File: config.mk
export PLATFORM = sky130hd
export DESIGN_NAME = circular_queue_with_reverse
export DESIGN_NICKNAME = d
export VERILOG_FILES = /design/src/cqr_pkg.sv /design/src/cqr_ram.sv /design/src/cqr_wrap.sv /design/src/circular_queue_with_reverse.sv
export SDC_FILE = /design/constraint.sdc
export NUM_CORES = 1
export LEC_CHECK = 0
export BUFFER_PORTS_ARGS = -buffer_cell sky130_fd_sc_hd__buf_4
export CAP_MARGIN = 40
export CORE_ASPECT_RATIO = 0.6
export CORE_MARGIN = 10
export CORE_UTILIZATION = 50
export CTS_BUF_LIST = sky130_fd_sc_hd__clkbuf_4 sky130_fd_sc_hd__clkbuf_8
export DETAILED_ROUTE_END_ITERATION = 12
export PLACE_DENSITY_LB_ADDON = 0.2
export SETUP_SLACK_MARGIN = 0.02
export SYNTH_ARGS = -nofsm -noshare
export SYNTH_HDL_FRONTEND = slang
export SYNTH_SLANG_ARGS = --single-unit
File: constraint.sdc
create_clock -name clk -period 4.15 [get_ports clk]
set_input_delay 0.6225 -clock clk [delete_from_list [all_inputs] [get_ports clk]]
set_output_delay 0.6225 -clock clk [all_outputs]
set_load 0.01 [all_outputs]
File: src/cqr_pkg.sv
// cqr_pkg: shared types and constants of the circular queue with reverse
// no dependencies; imported by cqr_wrap, circular_queue_with_reverse and cqr_checker

package cqr_pkg;

  localparam int DATA_W = 32;
  localparam int CAP_W  = 5;
  localparam int ACT_W  = 2;
  localparam int STAT_W = 2;

  localparam logic [ACT_W-1:0] ACT_ENQ = 2'd0;
  localparam logic [ACT_W-1:0] ACT_DEQ = 2'd1;
  localparam logic [ACT_W-1:0] ACT_REV = 2'd2;

  localparam logic [CAP_W-1:0] CAP_RESET = 5'd16;

  typedef enum logic [STAT_W-1:0] {
    ST_DONE  = 2'd0,
    ST_FULL  = 2'd1,
    ST_EMPTY = 2'd2
  } status_t;

  // control of the shared wrapping index unit
  typedef struct packed {
    logic             step_down;
    logic [CAP_W-1:0] cap;
  } wrap_ctl_t;

endpackage

File: src/cqr_ram.sv
// cqr_ram: generic simple dual-port ram, one write and one registered read
// no dependencies

module cqr_ram #(
  parameter int WIDTH = 32,
  parameter int DEPTH = 16
) (
  input  logic                     clk,
  input  logic                     we,
  input  logic [$clog2(DEPTH)-1:0] waddr,
  input  logic [WIDTH-1:0]         wdata,
  input  logic [$clog2(DEPTH)-1:0] raddr,
  output logic [WIDTH-1:0]         rdata
);

  logic [WIDTH-1:0] mem_r [DEPTH];
  logic [WIDTH-1:0] rdata_r;

  always_ff @(posedge clk) begin
    if (we) begin
      mem_r[waddr] <= wdata;
    end
    rdata_r <= mem_r[raddr];
  end

  assign rdata = rdata_r;

endmodule

File: src/cqr_wrap.sv
// cqr_wrap: shared index unit, steps a ring index up or down modulo the capacity
// depends on cqr_pkg

module cqr_wrap #(
  parameter int IDX_W = 4
) (
  input  logic               [IDX_W-1:0] idx_i,
  input  cqr_pkg::wrap_ctl_t             ctl_i,
  output logic               [IDX_W-1:0] idx_o
);

  import cqr_pkg::*;

  localparam int SUM_W = ((IDX_W > CAP_W) ? IDX_W : CAP_W) + 1;

  logic [SUM_W-1:0] idx_x;
  logic [SUM_W-1:0] cap_x;
  logic [SUM_W-1:0] inc_x;
  logic [SUM_W-1:0] dec_x;
  logic [SUM_W-1:0] top_x;

  always_comb begin
    idx_x = SUM_W'(idx_i);
    cap_x = SUM_W'(ctl_i.cap);
    inc_x = idx_x + SUM_W'(1);
    dec_x = idx_x - SUM_W'(1);
    top_x = cap_x - SUM_W'(1);
    if (ctl_i.step_down) begin
      idx_o = (idx_x == '0) ? top_x[IDX_W-1:0] : dec_x[IDX_W-1:0];
    end else begin
      idx_o = (inc_x >= cap_x) ? '0 : inc_x[IDX_W-1:0];
    end
  end

endmodule

File: src/circular_queue_with_reverse.sv
// circular_queue_with_reverse: ring-buffer queue of signed words with reverse
// depends on cqr_pkg, cqr_ram, cqr_wrap
//
//  channel   signals                                          direction
//  in        in_valid/in_ready, in_action, in_push_value      request in
//  out       out_valid/out_ready, out_pop_value, out_status,   result out
//            out_fill_count
//  cfg       cfg_we, cfg_data (capacity)                      write only
//
// enqueue and dequeue pass S_PUSH or S_POP, then S_FINISH, and a no-op or a reverse
// of fewer than two words only S_FINISH; a longer reverse runs S_REV_INIT, then
// floor(n/2) swaps, each two reads and two writes through the single read port
// of the slot ram, with the shared index unit stepping the two ends
// rst_n is synchronous; the result register lets a new request in while the
// last result waits, and a finished request holds until that register frees

module circular_queue_with_reverse #(
  parameter int DEPTH = 16
) (
  input  logic                               clk,
  input  logic                               rst_n,
  input  logic                               cfg_we,
  input  logic        [cqr_pkg::CAP_W-1:0]   cfg_data,
  input  logic                               in_valid,
  output logic                               in_ready,
  input  logic        [cqr_pkg::ACT_W-1:0]   in_action,
  input  logic signed [cqr_pkg::DATA_W-1:0]  in_push_value,
  output logic                               out_valid,
  input  logic                               out_ready,
  output logic signed [cqr_pkg::DATA_W-1:0]  out_pop_value,
  output logic        [cqr_pkg::STAT_W-1:0]  out_status,
  output logic        [cqr_pkg::CAP_W-1:0]   out_fill_count
);

  import cqr_pkg::*;

  localparam int IDX_W = $clog2(DEPTH);
  localparam int CAP_MAX = (DEPTH < 31) ? DEPTH : 31;
  localparam logic [CAP_W-1:0] CAP_MAX_V = CAP_W'(CAP_MAX);

  typedef enum logic [8:0] {
    S_IDLE     = 9'b000000001,
    S_PUSH     = 9'b000000010,
    S_POP      = 9'b000000100,
    S_REV_INIT = 9'b000001000,
    S_RD_LO    = 9'b000010000,
    S_RD_HI    = 9'b000100000,
    S_WR_LO    = 9'b001000000,
    S_WR_HI    = 9'b010000000,
    S_FINISH   = 9'b100000000
  } state_t;

  function automatic logic [CAP_W-1:0] cap_sat(input logic [CAP_W-1:0] v);
    if (v == '0) begin
      return CAP_W'(1);
    end else if (v > CAP_MAX_V) begin
      return CAP_MAX_V;
    end else begin
      return v;
    end
  endfunction

  state_t               state_r, state_nxt;
  logic [CAP_W-1:0]     cap_r, cap_nxt;
  logic [IDX_W-1:0]     head_r, head_nxt;
  logic [IDX_W-1:0]     tail_r, tail_nxt;
  logic [CAP_W-1:0]     count_r, count_nxt;
  logic [IDX_W-1:0]     lo_r, lo_nxt;
  logic [IDX_W-1:0]     hi_r, hi_nxt;
  logic [CAP_W-2:0]     pairs_r, pairs_nxt;
  logic [DATA_W-1:0]    val_r, val_nxt;
  logic [DATA_W-1:0]    hold_r, hold_nxt;
  logic [DATA_W-1:0]    pop_r, pop_nxt;
  status_t              status_r, status_nxt;
  logic                 out_valid_r, out_valid_nxt;
  logic [DATA_W-1:0]    out_pop_r, out_pop_nxt;
  status_t              out_status_r, out_status_nxt;
  logic [CAP_W-1:0]     out_fill_r, out_fill_nxt;

  logic                 ram_we;
  logic [IDX_W-1:0]     ram_waddr;
  logic [DATA_W-1:0]    ram_wdata;
  logic [IDX_W-1:0]     ram_raddr;
  logic [DATA_W-1:0]    ram_rdata;

  logic [IDX_W-1:0]     unit_idx;
  wrap_ctl_t            unit_ctl;
  logic [IDX_W-1:0]     unit_out;

  cqr_ram #(
    .WIDTH (DATA_W),
    .DEPTH (DEPTH)
  ) u_slots (
    .clk   (clk),
    .we    (ram_we),
    .waddr (ram_waddr),
    .wdata (ram_wdata),
    .raddr (ram_raddr),
    .rdata (ram_rdata)
  );

  cqr_wrap #(
    .IDX_W (IDX_W)
  ) u_wrap (
    .idx_i (unit_idx),
    .ctl_i (unit_ctl),
    .idx_o (unit_out)
  );

  assign in_ready = (state_r == S_IDLE);

  always_comb begin
    state_nxt      = state_r;
    cap_nxt        = cap_r;
    head_nxt       = head_r;
    tail_nxt       = tail_r;
    count_nxt      = count_r;
    lo_nxt         = lo_r;
    hi_nxt         = hi_r;
    pairs_nxt      = pairs_r;
    val_nxt        = val_r;
    hold_nxt       = hold_r;
    pop_nxt        = pop_r;
    status_nxt     = status_r;
    out_valid_nxt  = out_valid_r;
    out_pop_nxt    = out_pop_r;
    out_status_nxt = out_status_r;
    out_fill_nxt   = out_fill_r;

    ram_we             = 1'b0;
    ram_waddr          = tail_r;
    ram_wdata          = val_r;
    ram_raddr          = head_r;
    unit_idx           = head_r;
    unit_ctl.step_down = 1'b0;
    unit_ctl.cap       = cap_r;

    if (out_valid_r && out_ready) begin
      out_valid_nxt = 1'b0;
    end

    unique case (state_r)
      S_IDLE: begin
        // read at head is issued here so a dequeue finds its word next cycle
        if (in_valid) begin
          val_nxt    = in_push_value;
          pop_nxt    = '0;
          status_nxt = ST_DONE;
          unique case (in_action)
            ACT_ENQ: state_nxt = S_PUSH;
            ACT_DEQ: state_nxt = S_POP;
            ACT_REV: begin
              pairs_nxt = count_r[CAP_W-1:1];
              state_nxt = (count_r >= CAP_W'(2)) ? S_REV_INIT : S_FINISH;
            end
            default: state_nxt = S_FINISH;
          endcase
        end
      end
      S_PUSH: begin
        if (count_r >= cap_r) begin
          status_nxt = ST_FULL;
        end else begin
          ram_we    = 1'b1;
          ram_waddr = tail_r;
          ram_wdata = val_r;
          unit_idx  = tail_r;
          tail_nxt  = unit_out;
          count_nxt = count_r + CAP_W'(1);
        end
        state_nxt = S_FINISH;
      end
      S_POP: begin
        if (count_r == '0) begin
          status_nxt = ST_EMPTY;
        end else begin
          pop_nxt   = ram_rdata;
          count_nxt = count_r - CAP_W'(1);
          unit_idx  = head_r;
          // last word out rewinds both ends
          if (count_r == CAP_W'(1)) begin
            head_nxt = '0;
            tail_nxt = '0;
          end else begin
            head_nxt = unit_out;
          end
        end
        state_nxt = S_FINISH;
      end
      S_REV_INIT: begin
        unit_idx           = tail_r;
        unit_ctl.step_down = 1'b1;
        hi_nxt             = unit_out;
        lo_nxt             = head_r;
        state_nxt          = S_RD_LO;
      end
      S_RD_LO: begin
        ram_raddr = lo_r;
        state_nxt = S_RD_HI;
      end
      S_RD_HI: begin
        ram_raddr = hi_r;
        hold_nxt  = ram_rdata;
        state_nxt = S_WR_LO;
      end
      S_WR_LO: begin
        ram_we    = 1'b1;
        ram_waddr = lo_r;
        ram_wdata = ram_rdata;
        unit_idx  = lo_r;
        lo_nxt    = unit_out;
        state_nxt = S_WR_HI;
      end
      S_WR_HI: begin
        ram_we             = 1'b1;
        ram_waddr          = hi_r;
        ram_wdata          = hold_r;
        unit_idx           = hi_r;
        unit_ctl.step_down = 1'b1;
        hi_nxt             = unit_out;
        pairs_nxt          = pairs_r - (CAP_W-1)'(1);
        state_nxt          = (pairs_r == (CAP_W-1)'(1)) ? S_FINISH : S_RD_LO;
      end
      S_FINISH: begin
        if (!out_valid_r || out_ready) begin
          out_valid_nxt  = 1'b1;
          out_pop_nxt    = pop_r;
          out_status_nxt = status_r;
          out_fill_nxt   = count_r;
          state_nxt      = S_IDLE;
        end
      end
      default: state_nxt = S_IDLE;
    endcase

    // capacity write empties the queue
    if (cfg_we) begin
      cap_nxt   = cap_sat(cfg_data);
      head_nxt  = '0;
      tail_nxt  = '0;
      count_nxt = '0;
    end
  end

  always_ff @(posedge clk) begin
    if (!rst_n) begin
      state_r     <= S_IDLE;
      cap_r       <= cap_sat(CAP_RESET);
      head_r      <= '0;
      tail_r      <= '0;
      count_r     <= '0;
      out_valid_r <= 1'b0;
    end else begin
      state_r     <= state_nxt;
      cap_r       <= cap_nxt;
      head_r      <= head_nxt;
      tail_r      <= tail_nxt;
      count_r     <= count_nxt;
      out_valid_r <= out_valid_nxt;
    end
  end

  always_ff @(posedge clk) begin
    lo_r         <= lo_nxt;
    hi_r         <= hi_nxt;
    pairs_r      <= pairs_nxt;
    val_r        <= val_nxt;
    hold_r       <= hold_nxt;
    pop_r        <= pop_nxt;
    status_r     <= status_nxt;
    out_pop_r    <= out_pop_nxt;
    out_status_r <= out_status_nxt;
    out_fill_r   <= out_fill_nxt;
  end

  assign out_valid      = out_valid_r;
  assign out_pop_value  = out_pop_r;
  assign out_status     = out_status_r;
  assign out_fill_count = out_fill_r;

endmodule

==> run metrics, run 1 <==
placeable core area=approximately 57000 µm²; Max Transition Viols Final=0; synthesized instance count=roughly 1700; Post-synth top flop=edfxtp_1; Clk Latency, worst-skew pair=0.73 ns; I/O Pins=85; post-synthesis async set-or-reset flop share=0%; Worst Path Arrival=about 4.7 ns; antenna violations before repair=1; period utilization=a little over nine tenths; clock buffers created by TritonCTS=between 100 and 150; post-synth top area cell=edfxtp_1; Avg Vias per Cell=~5.5; pin count of the biggest net entering global routing=91; initial core utilization=slightly above 50%; cell area power density=between 400 and 500 nW/µm²; Post-CTS Hold Buffers=0; H-tree levels=3; top-area cell type share of the netlist area=68.9%; first-pass GRT wire length=97100 µm; full die area=~68000 µm²; #FFs+latches synth=721; Synth area leaders=edfxtp_1 (69%), mux2i_1 (17%), dfxtp_1 (4.2%); vias in the first global route=15100; Pre-antenna DRT Iters=7; gpl congestion=~0.86; layout cells sized above 1=between 10% and 20%; crit end category=flop; DP HPWL=35800 µm; most numerous cell in the Yosys netlist=edfxtp_1; minimum clock period=4.07 ns; Setup Skew=0.0315 ns; number of enable flip-flop cells after synthesis=between 600 and 700; Sink Count=between 700 and 800; hold_ws=0.0768 ns; Clock Tree Buf Depth=3; overall routing resource usage=19.2%; critical path required time=about 4.8 ns; Row Count=between 60 and 70; die height=roughly 210 µm; CTS tree=done; sequential fraction of the synthesis area=about 73%; crit path launch type=flop; synth cell count leaders=edfxtp_1 (661), mux2i_1 (480), nand2_1 (108); MaxCap Viol Count=0; Port Buffers=between 80 and 90; CTS root buffer=clkbuf_8; Worst slew margin=a little under half; DIE WIDTH=330 µm; worst hold-check path type=input pin to flop; measured slew at the worst slew-check pin=between 0.7 and 0.8 ns; crit path max fanout=4; Yosys warning count=0; Syn Nets=about 1800; Crit Path Class=flop to flop; WL/cell=around 24 µm; fin nets=1960; Yosys cell types=60; total wire length=roughly 66000 µm; total congestion overflow=0; Fin Setup TNS=0 ns; Clk pin slew, worst setup/hold paths=around 0.07 ns; Netlist Area Pre-Place=around 29000 µm²; Avg Cell Area, Syn=about 17 µm²; Max IR drop VDD=around 0.00025 V; run status=finished clean; DR vias=15200; Final Hold Viols=0; Final Setup Violations=0; DRC Markers=0; static leakage=10.9 nW; Max Clk Rate=roughly 250 MHz; area delta synth->final=15.2%; drt first-iter violations=about 1200; Antenna Nets Post-Route=0
[worst paths after layout]
path / start / endpoint / slack, ns / depth (start not counted)
worst max register to register: count_r[0] / tail_r[2] / 0.08 / 19
worst max-delay path: count_r[0] / tail_r[2] / 0.08 / 19
worst min-delay path: in_push_value[20] / val_r[20] / 0.08 / 1
worst min register to register: pop_r[23] / out_pop_value[23] / 0.41 / 0
[state kept, by name, indices dropped and copies added (netlist names), 5 cells and up]
name	flops
pop_r	32
state_r	9
count_r	5
u_slots.mem_r	512
out_fill_count	5
cap_r	5
u_slots.rdata	32
val_r	32
out_pop_value	32
hold_r	32
[worst max-delay path, cell delays in order (launching register included)]
cell and delay [ns]:
dfxtp_2 0.34, inv_2 0.05, ha_4 0.23, nand2b_4 0.15, a2111oi_4 0.41, o211ai_2 0.14, and2_4 0.19, a221o_1 0.40
ha_4 0.20, inv_4 0.06, nand3_2 0.06, nor2b_4 0.14, ha_1 0.27, a21o_1 0.16, a21o_1 0.18, a211oi_4 0.31
nand3b_1 0.13, o211ai_1 0.27, nand2_1 0.15, a21oi_2 0.17
[where the power goes]
part	switching, mW	internal [mW]
clock	2.68	2.91
sequential	0.0319	8.08
combinational	0.282	0.102
[cells in the final DEF, fill, tap and decap left out, drive strengths merged, types with 4 or more instances in the layout]
master,Yosys,routed
a21o,7,7
a21oi,25,25
a22oi,37,37
a31oi,4,4
and2,38,38
and3,4,4
buf,53,142
clkbuf,24,152
clkinv,0,33
dfxtp,60,60
edfxtp,661,661
ha,20,20
inv,16,20
mux2i,480,480
nand2,109,109
nand2b,11,11
nand3,14,14
nand4,4,4
nor2,64,64
nor2b,7,7
nor3,12,12
o21ai,15,15
o22ai,4,4
o31ai,6,6
xnor2,8,8
[layout make-up]
type | instances | area [µm²]
Inverter | 16 | 62.6
Tap cell | 770 | 963
Clock inverter | 40 | 224
Timing Repair Buffer | 142 | 1390
Antenna cell | 1 | 2.50
Clock buffer | 152 | 1840
Fill cell | 4377 | 24100
Multi-Input combinational cell | 911 | 7660
Sequential cell | 721 | 21100
[timing repair]
item                                    4_1_cts  5_1_grt
resized for setup                             4       26
pin swaps                                     5       17
buffers inserted                              0        5
endpoints found under the setup margin        7        8
[stage by stage]
stage               cell area (µm²)  worst slack (ns)  utilization [%]  total power [mW]  instances
finish                        33200            0.0768             58.0              14.1       2753
floorplan                     28800             0.117                -              8.44       1725
detailed placement            31000           -0.0416             54.1              8.64       2555
global route                  33200           -0.0506             58.0              14.6       2753
CTS                           33100            0.0640             57.7              14.2       2747
global placement              31000            0.0398             54.1              8.62       2554
[metal layers]
| layer | wire length (µm) | global-route usage [%] |
|---|---|---|
| met1 | 31000 | 28.1 |
| met2 | 29700 | 29.1 |
| met3 | 4120 | 4.12 |
| met4 | 1070 | 4.49 |
| met5 | 0 | 0 |
[logic make-up after synthesis]
kind of cell	count (synthesis)	share of synthesized area, %
fa+ha+maj	20	0.868
buf+inv	93	1.42
mux	481	16.7
xor+xnor	11	0.334
flops	721	73.0
simple gates	278	4.62
compound gates	121	3.00
Note: power is estimated with default switching activity, not from simulation.
==> run 2, diff against run 1 <==
--- a/config.mk
+++ b/config.mk
@@ -12,7 +12,7 @@
 export CORE_UTILIZATION = 50
 export CTS_BUF_LIST = sky130_fd_sc_hd__clkbuf_4 sky130_fd_sc_hd__clkbuf_8
 export DETAILED_ROUTE_END_ITERATION = 12
-export PLACE_DENSITY_LB_ADDON = 0.2
+export PLACE_DENSITY = 0.65
 export SETUP_SLACK_MARGIN = 0.02
 export SYNTH_ARGS = -nofsm -noshare
 export SYNTH_HDL_FRONTEND = slang
==> run 2 against run 1 <==
Against the previous run:
- sequential share of layout area down 0.075 points
- largest power group unchanged
- critical path type unchanged
- via count increased by 1.1%
- clock power rose by 3%
- hold slack worse by 0.0044 ns
- global-route usage is 0.22 points lower
- maximum frequency increased by 3.0%
- total power increased by 1.1%
- highest routed layer unchanged
- final area rose by 0.11%
==> run metrics, run 2 (same netlist as run 1, synthesis figures left out) <==
most common cell after layout, fill and taps aside=edfxtp_1; measured slew at the worst slew-check pin=0.899 ns; final worst setup slack=about 0.19 ns; DR vias=between 15000 and 20000; GR Util met1=28.3%; Pre-antenna DRT Iters=5; Power, Total=about 14 mW; Clock Tree Buf Depth=3; crit path launch type=flop; MaxCap Viol Count=0; Clk Latency, worst-skew pair=slightly above 0.7 ns; Row Count=between 60 and 70; Post-Layout Inst Area=33200 µm²; worst hold stages=1; placeable core area=roughly 57000 µm²; Antenna Nets Post-Route=0; die height=~210 µm; Max Transition Viols Final=0; WL/cell=23.5 µm; DP HPWL=between 30000 and 40000 µm; Setup WS pre-CTS=roughly 0.028 ns; met2 usage=28.1%; area delta synth->final=15.3%; Hold Startpoint=in_push_value[16]; I/O Pins=between 80 and 90; global route hottest layer=met1; total congestion overflow=0; DIE WIDTH=between 300 and 400 µm; static leakage=between 10 and 15 nW; total wire length=between 60000 and 70000 µm; Final Core Density=58.0%; period utilization=95.3%; first-pass GRT wire length=around 97000 µm; area post-placement=31000 µm²; Hold Path Sink=val_r[16]; Sink Count=between 700 and 800; antenna violations before repair=0; Crit Path Class=flop to flop; H-tree levels=3; CTS root buffer=clkbuf_8; # diodes=0; multi-input logic area=around 7600 µm²; crit end category=flop; CTS tree=done; final cell count without fillers=between 2000 and 3000; Max Clk Rate=~250 MHz; Final Hold Viols=0; crit path max fanout=4; Top reg by flops=u_slots.mem_r; gpl congestion=0.845; layout cells sized above 1=roughly a fifth; initial core utilization=around half; Worst Path Arrival=between 4 and 5 ns; reg2reg end=head_r[2]; Post-CTS Hold Buffers=0; grt met3 use=4.14%; vias in the first global route=~15000; FF/Latch Area=roughly 21000 µm²; Clk pin slew, worst setup/hold paths=0.07 ns; Worst slew margin=around 40%; critical path required time=about 4.8 ns; R2R depth=19; Reg2Reg Setup Slack=0.19 ns; Avg Vias per Cell=about 5.6; Setup Skew=roughly 0.022 ns; drt first-iter violations=1329; Fillers=approximately 4400; worst hold-check path type=input pin to flop; run status=finished clean; placed cells=approximately 2600; Max IR drop VDD=between 0.0002 and 0.0003 V; cell area power density=about 430 nW/µm²; most frequent cells in the layout=edfxtp_1 (661), mux2i_1 (480), buf_4 (132); full die area=68000 µm²; Port Buffers=84; DRC Markers=0; fin nets=1967; pin count of the biggest net entering global routing=just over 90; worst r2r src=count_r[0]; clock buffers created by TritonCTS=between 100 and 150; minimum clock period=roughly 4.0 ns; max FFs per register=between 500 and 600; Final Setup Violations=0; overall routing resource usage=19.0%
[run 2: cell types whose count changed in the layout (fill, tap and decap cells not counted), moves of 3 or more]
cell	before	now
clkbuf_4	41	44
buf_4	115	132
clkinvlp_4	2	5
buf_12	25	18
clkbuf_8	111	116
clkinv_2	14	9
clkinv_1	19	10
[run 2: power by group]
part	internal (mW)	switching [mW]	total [mW]
logic	0.0997	0.277	0.377
registers	8.08	0.0334	8.11
clock network	3.09	2.66	5.75
[run 2: final cells by class]
| class | count | area share, % |
|---|---|---|
| inverter | 16 | 0.181 |
| sequential | 721 | 63.4 |
| clock buffer | 160 | 5.80 |
| timing repair buffer | 152 | 4.12 |
| tap | 770 | 2.90 |
| multi-input combinational | 911 | 23.0 |
| clock inverter | 31 | 0.689 |
[run 2: metrics by stage]
step           setup TNS, ns  hold WS, ns
3_3_place_gp               0        0.403
3_5_place_dp               0        0.405
6_report                   0       0.0724
2_1_floorplan              0        0.400
4_1_cts                    0       0.0198
5_1_grt              -0.0405       0.0106
[run 2: critical path, stage by stage (launching register included)]
cell       delay (ns)
dfxtp_2          0.32
inv_1            0.05
ha_1             0.28
nand2b_4         0.16
a2111oi_4        0.34
o211ai_2         0.15
and2_4           0.19
a221o_1          0.34
ha_2             0.21
inv_2            0.08
nand3_2          0.08
nor2b_4          0.15
ha_1             0.27
a21o_1           0.15
a21o_1           0.20
a211oi_4         0.28
nand3b_1         0.13
o211ai_1         0.25
nand3_1          0.13
a21oi_1          0.13
[run 2: how the worst max path moves through the flow]
stage / slack, ns / end / from / cells after the start
after floorplan: 0.12 / lo_r[0] / count_r[0] / 18
after global placement: 0.04 / head_r[2] / count_r[0] / 19
after detailed placement: 0.03 / head_r[2] / cap_r[2] / 20
after CTS: 0.02 / head_r[2] / cap_r[2] / 20
after global routing: -0.02 / head_r[2] / count_r[0] / 19
final: 0.19 / head_r[2] / count_r[0] / 19
[run 2: repair_timing]
action / 4_1_cts / 5_1_grt
gates resized for setup: 2 / 18
pin swaps: 2 / 11
setup buffers: 0 / 4
gates cloned: 0 / 1
endpoints found under the setup margin: 2 / 16
[run 2: metal layers]
layer | vias up | share of wire (%)
met2 | 420 | 44
li1 | 7003 | -
met5 | - | 0
met4 | 0 | 1.5
met1 | 7819 | 48
met3 | 86 | 6.1
==> run 3, diff against run 2 <==
--- a/config.mk
+++ b/config.mk
@@ -10,7 +10,7 @@
 export CORE_ASPECT_RATIO = 0.6
 export CORE_MARGIN = 10
 export CORE_UTILIZATION = 50
-export CTS_BUF_LIST = sky130_fd_sc_hd__clkbuf_4 sky130_fd_sc_hd__clkbuf_8
+export CTS_BUF_LIST = sky130_fd_sc_hd__clkbuf_4
 export DETAILED_ROUTE_END_ITERATION = 12
 export PLACE_DENSITY = 0.65
 export SETUP_SLACK_MARGIN = 0.02
==> run 3 against run 2 <==
Against the previous run:
- wire length rose by 1.4%
- clock power rose by 2%
- hold slack improved by 0.031 ns
- total power rose by 1.1%
- clock-buffer cell count rose by 111
- register-to-register slack got worse by 0.04 ns
- largest cell class unchanged
- largest power group unchanged
==> run metrics, run 3 (same netlist as run 1, synthesis figures left out) <==
run status=finished clean; DR top layer=met4; DR vias=15800; Worst slew margin=40.4%; placed cells=roughly 2600; clock buffers created by TritonCTS=around 160; Port Buffers=84; die height=between 200 and 250 µm; overall routing resource usage=between 10% and 20%; Max IR drop VDD=about 0.00028 V; drt first-iter violations=1185; CP Cell Sequence=inv_1, ha_1, nand2b_4, a2111oi_4, o211ai_2, and2_4, a221o_1, ha_2, inv_2, nand3_2, nor2b_4, ha_1, a21o_1, a21o_1, a211oi_4, nand3b_1, o211ai_1, nand3_1, a21oi_1; WL/cell=22.6 µm; total congestion overflow=0; max FFs per register=approximately 500; CTS tree=done; Clk Latency, worst-skew pair=between 0.9 and 1 ns; pin count of the biggest net entering global routing=91; final cell count without fillers=2917; slowest stage cell on the critical path=a221o_1; DIE WIDTH=~330 µm; DRC Markers=0; full die area=68000 µm²; crit path max fanout=4; R2R depth=19; Final Setup Violations=0; most frequent cells in the layout=edfxtp_1 (661), mux2i_1 (480), clkbuf_4 (271); vias in the first global route=15800; Setup Skew=~0.043 ns; cell area power density=about 430 nW/µm²; antenna violations before repair=2; I/O Pins=85; worst stage delay on the critical path=around 0.34 ns; area delta synth->final=17.2%; Worst Path Arrival=4.81 ns; DRT met1 WL=roughly 32000 µm; Top reg by flops=u_slots.mem_r; worst hold stages=3; minimum clock period=between 3 and 4 ns; Sink Count=between 700 and 800; Buf/Inv on CP=2; Pre-antenna DRT Iters=6; MaxCap Viol Count=0; Hold Path Sink=state_r[0]; critical path required time=4.97 ns; crit end category=flop; met2 wire len=between 20000 and 30000 µm; worst hold-check path type=input pin to flop; Final Hold Viols=0; layout cells sized above 1=~23%; Avg Vias per Cell=roughly 5.4; CTS root buffer=clkbuf_4; most common cell after layout, fill and taps aside=edfxtp_1; Row Count=slightly below 70; Reg2Reg Setup Slack=~0.15 ns; Power, Total=14.4 mW; H-tree levels=4; measured slew at the worst slew-check pin=slightly below 0.9 ns; Crit Path Class=flop to flop; initial core utilization=approximately 50%; reg2reg end=head_r[2]; crit path launch type=flop; Hold Startpoint=in_valid; Max Clk Rate=between 200 and 300 MHz; WL met3=~4400 µm; period utilization=a little over nine tenths; first-pass GRT wire length=about 98000 µm; Clk pin slew, worst setup/hold paths=0.07 ns; worst r2r src=count_r[0]; static leakage=around 11 nW; Antenna Nets Post-Route=0; Clock Tree Buf Depth=3; placeable core area=57300 µm²; fin nets=~2100; gpl congestion=around 0.85; DP HPWL=roughly 37000 µm; Max Transition Viols Final=0; total wire length=65900 µm; Final Core Density=59.0%; Top delay family on crit path=compound AO/OA/AOI/OAI gates
## run 3: layout make-up
class                           count  area (µm²)
Clock inverter                     32         231
Clock buffer                      271        2030
Tap cell                          770         963
Antenna cell                        4        10.0
Sequential cell                   721       21100
Multi-Input combinational cell    911        7640
Inverter                           16        60.1
Timing Repair Buffer              192        1780
Fill cell                        4403       23500
## run 3: timing repair
| item | 4_1_cts | 5_1_grt |
|---|---|---|
| buffers inserted | 1 | 2 |
| endpoints found under the hold margin | 42 | 0 |
| resized for setup | 2 | 17 |
| setup endpoints to repair | 5 | 15 |
| hold buffers | 42 | 0 |
| pin swaps | 3 | 8 |
## run 3: worst max path at each step
stage	slack [ns]	endpoint	depth (start not counted)	start
after floorplan	0.12	lo_r[0]	18	count_r[0]
after global placement	0.04	head_r[2]	19	count_r[0]
after detailed placement	0.03	head_r[2]	20	cap_r[2]
after CTS	0.03	head_r[2]	20	cap_r[2]
after global routing	-0.03	head_r[2]	19	count_r[0]
final	0.15	head_r[2]	19	count_r[0]
## run 3: layer usage
layer / track usage, % / vias up
met5: 0 / -
met4: 4.54 / 0
met3: 4.71 / 72
met2: 28.5 / 471
met1: 28.4 / 7944
li1: - / 7319
## run 3: worst min-delay path, cell delays in order
cell      delay (ns)
buf_4           0.09
nor3_1          0.08
nand3b_1        0.16
## run 3: where the power goes
group / switching (mW) / internal (mW) / leakage (nW) / total [mW]
Clock: 2.74 / 3.14 / 1.34 / 5.88
Sequential: 0.0334 / 8.07 / 6.49 / 8.10
Combinational: 0.284 / 0.125 / 3.49 / 0.409
Total: 3.06 / 11.3 / 11.3 / 14.4
## run 3: stage by stage
stage / hold WS (ns) / worst slack, ns / instance area (µm²) / TNS [ns]
finish: 0.103 / 0.154 / 33800 / 0
global route: 0.0266 / -0.0286 / 33800 / -0.0686
CTS: 0.0126 / 0.0269 / 33700 / 0
global placement: 0.403 / 0.0363 / 30900 / 0
detailed placement: 0.405 / 0.0280 / 31000 / 0
floorplan: 0.400 / 0.117 / 28800 / 0
